==> config.mk <==
export PLATFORM = sky130hd
export DESIGN_NAME = lom_cell
export DESIGN_NICKNAME = d
export VERILOG_FILES = /design/src/lom_pkg.sv /design/src/lom_cell.sv
export SDC_FILE = /design/constraint.sdc
export NUM_CORES = 1
export LEC_CHECK = 0
export BUFFER_PORTS_ARGS = -buffer_cell sky130_fd_sc_hd__clkbuf_2
export CORE_MARGIN = 4
export CORE_UTILIZATION = 30
export DETAILED_ROUTE_END_ITERATION = 8
export PLACE_DENSITY_LB_ADDON = 0.05
export SLEW_MARGIN = 20
export SYNTH_ARGS = -nofsm -noshare
export SYNTH_HDL_FRONTEND = slang
export SYNTH_SLANG_ARGS = --single-unit
==> constraint.sdc <==
create_clock -name i_clk -period 5.45 [get_ports i_clk]
set_input_delay 0.545 -clock i_clk [delete_from_list [all_inputs] [get_ports i_clk]]
set_output_delay 0.545 -clock i_clk [all_outputs]
set_load 0.03 [all_outputs]
==> src/lom_pkg.sv <==
// ----------------------------------------------------------------------------
// lom_pkg
// shared types and codes of the limit order matcher
// ----------------------------------------------------------------------------
package lom_pkg;

    localparam int IDX_W = 6;

    typedef enum logic [2:0] {
        ST_RESTED    = 3'd0,
        ST_DONE      = 3'd1,
        ST_DROPPED   = 3'd2,
        ST_FULL      = 3'd3,
        ST_CANCELLED = 3'd4,
        ST_NOT_FOUND = 3'd5
    } t_status;

    typedef enum logic [1:0] {
        K_LIMIT  = 2'd0,
        K_MARKET = 2'd1,
        K_IOC    = 2'd2,
        K_IOC3   = 2'd3
    } t_kind;

    localparam logic REQ_NEW    = 1'b0;
    localparam logic REQ_CANCEL = 1'b1;
    localparam logic SIDE_BUY   = 1'b0;

    typedef enum logic [1:0] {
        S_IDLE,
        S_SCAN,
        S_ACT
    } t_state;

    typedef enum logic [1:0] {
        WR_FILL,
        WR_KILL,
        WR_LOAD
    } t_wr_op;

    typedef struct packed {
        logic             en;
        t_wr_op           op;
        logic [IDX_W-1:0] idx;
        logic             side;
        logic [31:0]      price;
        logic [31:0]      qty;
        logic [31:0]      ident;
        logic [31:0]      stamp;
    } t_wr;

    typedef struct packed {
        logic             live;
        logic             hit;
        logic [31:0]      price;
        logic [31:0]      age;
        logic [31:0]      qty;
        logic [31:0]      ident;
        logic [IDX_W-1:0] idx;
        logic             id_hit;
        logic [IDX_W-1:0] id_idx;
        logic             free_hit;
        logic [IDX_W-1:0] free_idx;
    } t_tok;

endpackage

==> src/lom_cell.sv <==
// ----------------------------------------------------------------------------
// lom_cell
// one book slot; merges its order into the passing search word
// ----------------------------------------------------------------------------
module lom_cell
    import lom_pkg::*;
#(
    parameter int IDX = 0
) (
    input  logic        i_clk,
    input  logic        i_rst_n,
    input  t_tok        i_tok,
    input  logic        i_side,
    input  logic [31:0] i_ctr,
    input  logic [31:0] i_id,
    input  t_wr         i_wr,
    output t_tok        o_tok
);

    logic        r_valid;
    logic        r_side;
    logic [31:0] r_price;
    logic [31:0] r_qty;
    logic [31:0] r_ident;
    logic [31:0] r_stamp;
    t_tok        r_tok;
    t_tok        n_tok;
    logic [31:0] age;
    logic        better;
    logic        sel;

    always_ff @(posedge i_clk) begin
        if (!i_rst_n) begin
            r_valid <= 1'b0;
        end else if (i_wr.en && i_wr.idx == IDX_W'(IDX)) begin
            unique case (i_wr.op)
                WR_FILL: begin
                    r_qty <= r_qty - i_wr.qty;
                    if (r_qty == i_wr.qty) r_valid <= 1'b0;
                end
                WR_KILL: r_valid <= 1'b0;
                WR_LOAD: begin
                    r_valid <= 1'b1;
                    r_side  <= i_wr.side;
                    r_price <= i_wr.price;
                    r_qty   <= i_wr.qty;
                    r_ident <= i_wr.ident;
                    r_stamp <= i_wr.stamp;
                end
                default: r_valid <= r_valid;
            endcase
        end
    end

    always_comb begin
        age    = i_ctr - r_stamp;
        better = (i_side == SIDE_BUY) ? (r_price < i_tok.price) : (r_price > i_tok.price);
        sel    = r_valid && r_side != i_side &&
                 (!i_tok.hit || better || (r_price == i_tok.price && age > i_tok.age));
        n_tok  = i_tok;
        if (sel) begin
            n_tok.hit   = 1'b1;
            n_tok.price = r_price;
            n_tok.age   = age;
            n_tok.qty   = r_qty;
            n_tok.ident = r_ident;
            n_tok.idx   = IDX_W'(IDX);
        end
        if (!i_tok.id_hit && r_valid && r_ident == i_id) begin
            n_tok.id_hit = 1'b1;
            n_tok.id_idx = IDX_W'(IDX);
        end
        if (!i_tok.free_hit && !r_valid) begin
            n_tok.free_hit = 1'b1;
            n_tok.free_idx = IDX_W'(IDX);
        end
    end

    always_ff @(posedge i_clk) begin
        if (!i_rst_n) begin
            r_tok <= '0;
        end else begin
            r_tok <= n_tok;
        end
    end

    assign o_tok = r_tok;

endmodule

Word-level counts from Yosys, hierarchy flattened
Cells that the tools add are included.
Word-level totals
  bits of input ports: 355
  output and inout port bits: 150
  logic and storage cells: 60
  register bits after elaboration: 280
Operators by class
  equal/unequal tests: 7
  reduce and logical (&&, ||, !) cells: 23
  add/subtract/negate cells: 2
  magnitude comparators: 3
  multiplexer cells: 7
  bitwise gates (word level): 1
Operator list (number)
  $mux 135: 1
  $eq 32x32->1: 3
  $gt 32x32->1: 2
  $pmux 32 s2: 1
  $sub 32x32->32: 2
  $lt 32x32->1: 1
  $mux 7: 2
  $reduce_and 3->1: 3
  $logic_and 1x1->1: 7
  $logic_not 6->1: 1
  $reduce_or 2->1: 3
  $logic_not 1->1: 4
  $pmux 1 s3: 1
  $reduce_bool 3->1: 1
  $eq 2x1->1 const B: 1
  $eq 2x2->1 const B: 1
  $logic_not 2->1: 1
  $logic_or 1x1->1: 2
  $mux 1: 2
  $ne 2x2->1 const B: 1
  $reduce_bool 2->1: 1
  $ne 1x1->1: 1
  $not 1->1: 1

Longest topological paths before layout
  depth in word-level cells: 6
  mapped depth: 23
  depth with buffers taken out: 21

Worst setup path after synthesis
No wires, ideal clock.
  path kind: input -> register
  from: input i_ctr[0]
  to: register r_tok (netlist bit o_tok[102])
  data required time: 5.318 ns
  arrival: 4.494 ns
  setup slack: 0.824 ns
  path buffers: 2
  stages on the path: 23
  setup time: 0.132 ns
  cells stage by stage: inv_1 -> ha_1 -> inv_1 -> fa_1 -> a211oi_1 -> o211ai_1 -> a32oi_1 -> o22ai_1 -> o31a_1 -> nor2_1 -> xnor2_1 -> ha_1 -> nand4_1 -> nor3_1 -> nand3_1 -> or3_1 -> o311ai_1 -> a22oi_1 -> a211o_2 -> buf_4 -> buf_6 -> nand2_1 -> a21oi_1
Between the ends
  word-level cells in the longest chain between the ends: 6
RTL lines
  start: declaration: RTL line lom_cell.sv:14  | input logic [31:0] i_ctr,
  $sub 32x32->32 *: RTL line lom_cell.sv:56  | age = i_ctr - r_stamp;
  $gt 32x32->1: RTL line lom_cell.sv:59  | (!i_tok.hit || better || (r_price == i_tok.price && age > i_tok.age));
  $logic_and 1x1->1: RTL line lom_cell.sv:59
  $logic_or 1x1->1: RTL line lom_cell.sv:59
  $logic_and 1x1->1: RTL line lom_cell.sv:58  | sel = r_valid && r_side != i_side &&
  $mux 135 *: RTL line lom_cell.sv:61  | if (sel) begin
  end signal: assignment: RTL line lom_cell.sv:83  | r_tok <= n_tok;
  end: declaration: RTL line lom_cell.sv:26  | t_tok r_tok;
Mark *: on every way between the ends. The rest lies on a longest branch, timed or not.
A chain may end at the register's enable or synchronous reset.

Final worst setup path
  from: register r_stamp[0]
  to: register r_tok (netlist bit o_tok[84])
Between the ends
  word-level cells in the longest chain between the ends: 6
RTL lines
  start: declaration: RTL line lom_cell.sv:25  | logic [31:0] r_stamp;
  start signal: assignment: RTL line lom_cell.sv:48  | r_stamp <= i_wr.stamp;
  $sub 32x32->32 *: RTL line lom_cell.sv:56
  $gt 32x32->1: RTL line lom_cell.sv:59
  $logic_and 1x1->1: RTL line lom_cell.sv:59
  $logic_or 1x1->1: RTL line lom_cell.sv:59
  $logic_and 1x1->1: RTL line lom_cell.sv:58
  $mux 135 *: RTL line lom_cell.sv:61
Marks and branches as above.

==> metrics <==
H-tree level count=2; ys async rst share=0%; Hold Path Class=primary input to flip-flop; GP Congestion=0.875; Final Hold Violating Endpoints=0; Setup Fix Bufs, Post-CTS=0; Arrival @ worst endpoint=5.61 ns; share of cells above drive strength 1=29.3%; count of cell types in the netlist=72; pwr/cell area=291 nW/µm²; Antenna Nets Post-Route=0; final instance area=19700 µm²; Finished Core Util=40.2%; Slew headroom=41.2%; DR iter-0 viols=642; Post-CTS Resized=2; Psw=1.50 mW; Worst R2R Start=r_stamp[0]; Final Critical Period=5.16 ns; maxcap violations=0; dpl cell area=18300 µm²; setup repair after global routing missed its margin=false; HP Start=i_wr[50]; CTS Buffer Depth=3; cells after synthesis=1603; vias in the first global route=13700; Post-synth EDFFs=129; fin crit share=94.6%; Wirelength per Cell=19.6 µm; Comb pwr share=14.0%; area of the die=53000 µm²; Area Growth Syn to Fin=32.6%; Port Buffers=504; first-pass GRT wire length=82400 µm; GR Util All Layers=20.2%; CP endpoint kind=flip-flop; sw frac=26.2%; Netlist Area Pre-Place=14800 µm²; clock tree sinks=280; critical setup path kind=flip-flop to flip-flop; fin. max-slew vios=0; CTS buffer count=38; Avg Synthesized Cell Area=9.25 µm²; largest net degree at the start of global routing=73; synthesis warning total=0; clock root buffer master=clkbuf_16; register area share after synthesis=46.5%; Post-Syn Nets=2088; CTS clk-pin slew, worst paths=0.05 ns; antenna violations before repair=11; num ports=505; Core Footprint=48800 µm²; Yosys reg bits=280; Main synth FF type=dfxtp_1; status=completed; Seq pwr share=39.9%; cell internal pwr=4.22 mW; Clock Latency Late Sink=0.55 ns; maximum fanout along the worst path=12; vias=13300; worst-margin pin slew=0.871 ns; endpoints failing setup=0; CTS tree=done; nets@finish=2617; Cell Rows=81; Peak VDD IR=258 µV; placed insts=2756; DP HPWL=44200 µm; Critical Path Start=r_stamp[0]; leakage=9.42 nW; DRC=0; Max Fclk=194 MHz; nature of the critical path startpoint=flip-flop; Clock Skew=0.0250 ns; average vias per placed instance=4.69; grt total ovfl=0; Clk network pwr share=46.1%; Die Y=230 µm; Initial Utilization=30.4%; post-route insts no fill=2828; WP data required=5.90 ns; Total Wirelength=55400 µm; Pre-antenna DRT Iters=5; die span in x=230 µm; Post-CTS Hold Buffers=0; # fillers=5098
[cell usage after synthesis, types with 3 or more instances]
master    instances  area (µm²)
o31ai_1           9        67.6
o211a_1           5        50.1
mux2i_1           5        50.1
a31o_2            3        26.3
buf_2            10        50.1
a22oi_1           3        22.5
nor2b_1           9        56.3
dfxtp_1         151        3020
o22ai_1           3        18.8
a21boi_0          4        30.0
a31o_1            4        35.0
ha_1            128        1600
and2_1           11        68.8
and4_1            8        70.1
and3_1           20         125
or3_1             5        31.3
or2_2             3        18.8
or4_1             3        22.5
edfxtp_1        129        3870
clkbuf_1         33         124
nand2_1         317        1190
a21oi_1         185         926
nor3_1           17        85.1
o21a_1           10        75.1
o21bai_1          3        22.5
buf_6            13         146
a21o_1           35         263
a211oi_1         15         113
nand2b_1         13        81.3
nor2_1           56         210
nand4_1          17         106
xor2_1           38         333
xnor2_1          41         359
nand3_1          20         100
a31oi_1           9        56.3
o211ai_1          6        45.0
nor3b_1           5        37.5
nor4_1           10        62.6
inv_1           143         537
o21ai_0          62         310
[power by group through the flow]
stage | combinational [mW] | sequential [mW] | clock [mW]
6_report | 0.800 | 2.28 | 2.63
5_1_grt | 0.893 | 2.29 | 2.81
4_1_cts | 0.809 | 2.28 | 2.72
3_5_place_dp | 0.803 | 2.33 | 0
3_3_place_gp | 0.799 | 2.33 | 0
2_1_floorplan | 0.348 | 2.44 | 0
[layer usage]
metal | GRT usage (%) | wire length [µm] | vias up
met5 | 0 | 103 | -
met4 | 5.82 | 1440 | 14
met3 | 6.33 | 4050 | 87
met2 | 35.5 | 27200 | 386
met1 | 23.8 | 22600 | 6149
li1 | - | - | 6632
[layout make-up]
| cell class | instances | area [µm²] | share of cell area [%] |
|---|---|---|---|
| Sequential cell | 280 | 6900 | 35.1 |
| Inverter | 144 | 543 | 2.76 |
| Tap cell | 664 | 831 | 4.23 |
| Antenna cell | 3 | 7.51 | 0.0382 |
| Timing Repair Buffer | 547 | 2950 | 15.0 |
| Clock buffer | 52 | 1130 | 5.73 |
| Clock inverter | 17 | 201 | 1.02 |
| Multi-Input combinational cell | 1121 | 7100 | 36.1 |
[layout by cell type (no fill, tap or decap), types with 9 or more instances in the layout]
cell / count
nand2b_1: 13
o21ai_0: 62
o31ai_1: 9
a21oi_1: 184
ha_1: 127
o21a_1: 10
nand2_1: 317
clkbuf_16: 40
nor3_1: 16
dfxtp_1: 151
xor2_1: 38
nor4_1: 10
xnor2_1: 41
inv_1: 143
and3_1: 19
a21o_1: 35
clkbuf_2: 504
nand4_1: 17
edfxtp_1: 129
nand3_1: 20
buf_4: 35
nor2_1: 56
nor2b_1: 9
a211oi_1: 15
and2_1: 11
[path summary, 6_finish.rpt]
path / cells past startpoint / slack [ns] / end
worst max-delay path: 21 / 0.29 / o_tok[84]
worst min-delay path: 1 / 0.17 / r_ident[18]
worst max register to register: 21 / 0.29 / o_tok[84]
worst min register to register: 2 / 0.54 / o_tok[116]
[cell families (layout without fill, tap and decap cells)]
family | count (synthesis) | after routing | share of synthesized area, %
AOI/OAI and AO/OA | 385 | 385 | 15.7
adders and majority gates | 130 | 130 | 11.1
xor gates and xnor gates | 79 | 79 | 4.67
buffers and inverters | 202 | 760 | 5.91
DFF | 280 | 280 | 46.5
other | 0 | 3 | 0
and+or+nand+nor | 522 | 522 | 15.8
muxes | 5 | 5 | 0.338
[stage by stage]
step	power [mW]	TNS [ns]	worst slack, ns	hold WS [ns]
6_report	5.72	0	0.292	0.167
3_3_place_gp	3.13	-44.88	-0.409	0.514
3_5_place_dp	3.13	-40.42	-0.428	0.522
2_1_floorplan	2.79	0	0.824	0.482
4_1_cts	5.82	0	0.0399	0.125
5_1_grt	5.99	0	0.0377	0.142
[worst max-delay path: stages (launching register included)]
cell and delay (ns):
edfxtp_1 0.41, ha_1 0.26, nor2b_1 0.18, o31ai_1 0.12, a21oi_2 0.26, a31oi_1 0.15
buf_4 0.19, o211a_1 0.22, o31ai_1 0.47, a21oi_1 0.18, xnor2_1 0.18, ha_1 0.27
a2111oi_2 0.39, buf_4 0.19, a21oi_1 0.07, o311ai_2 0.37, a22oi_2 0.17, a211oi_4 0.25
buf_4 0.29, buf_4 0.22, nand2_1 0.07, a21oi_1 0.16
[registers in the layout (all words and copies together) (netlist names)]
signal / cells
o_tok: 150
r_ident: 32
r_price: 32
r_qty: 32
r_stamp: 32
r_side: 1
r_valid: 1
(Power assumes the default switching activity.)
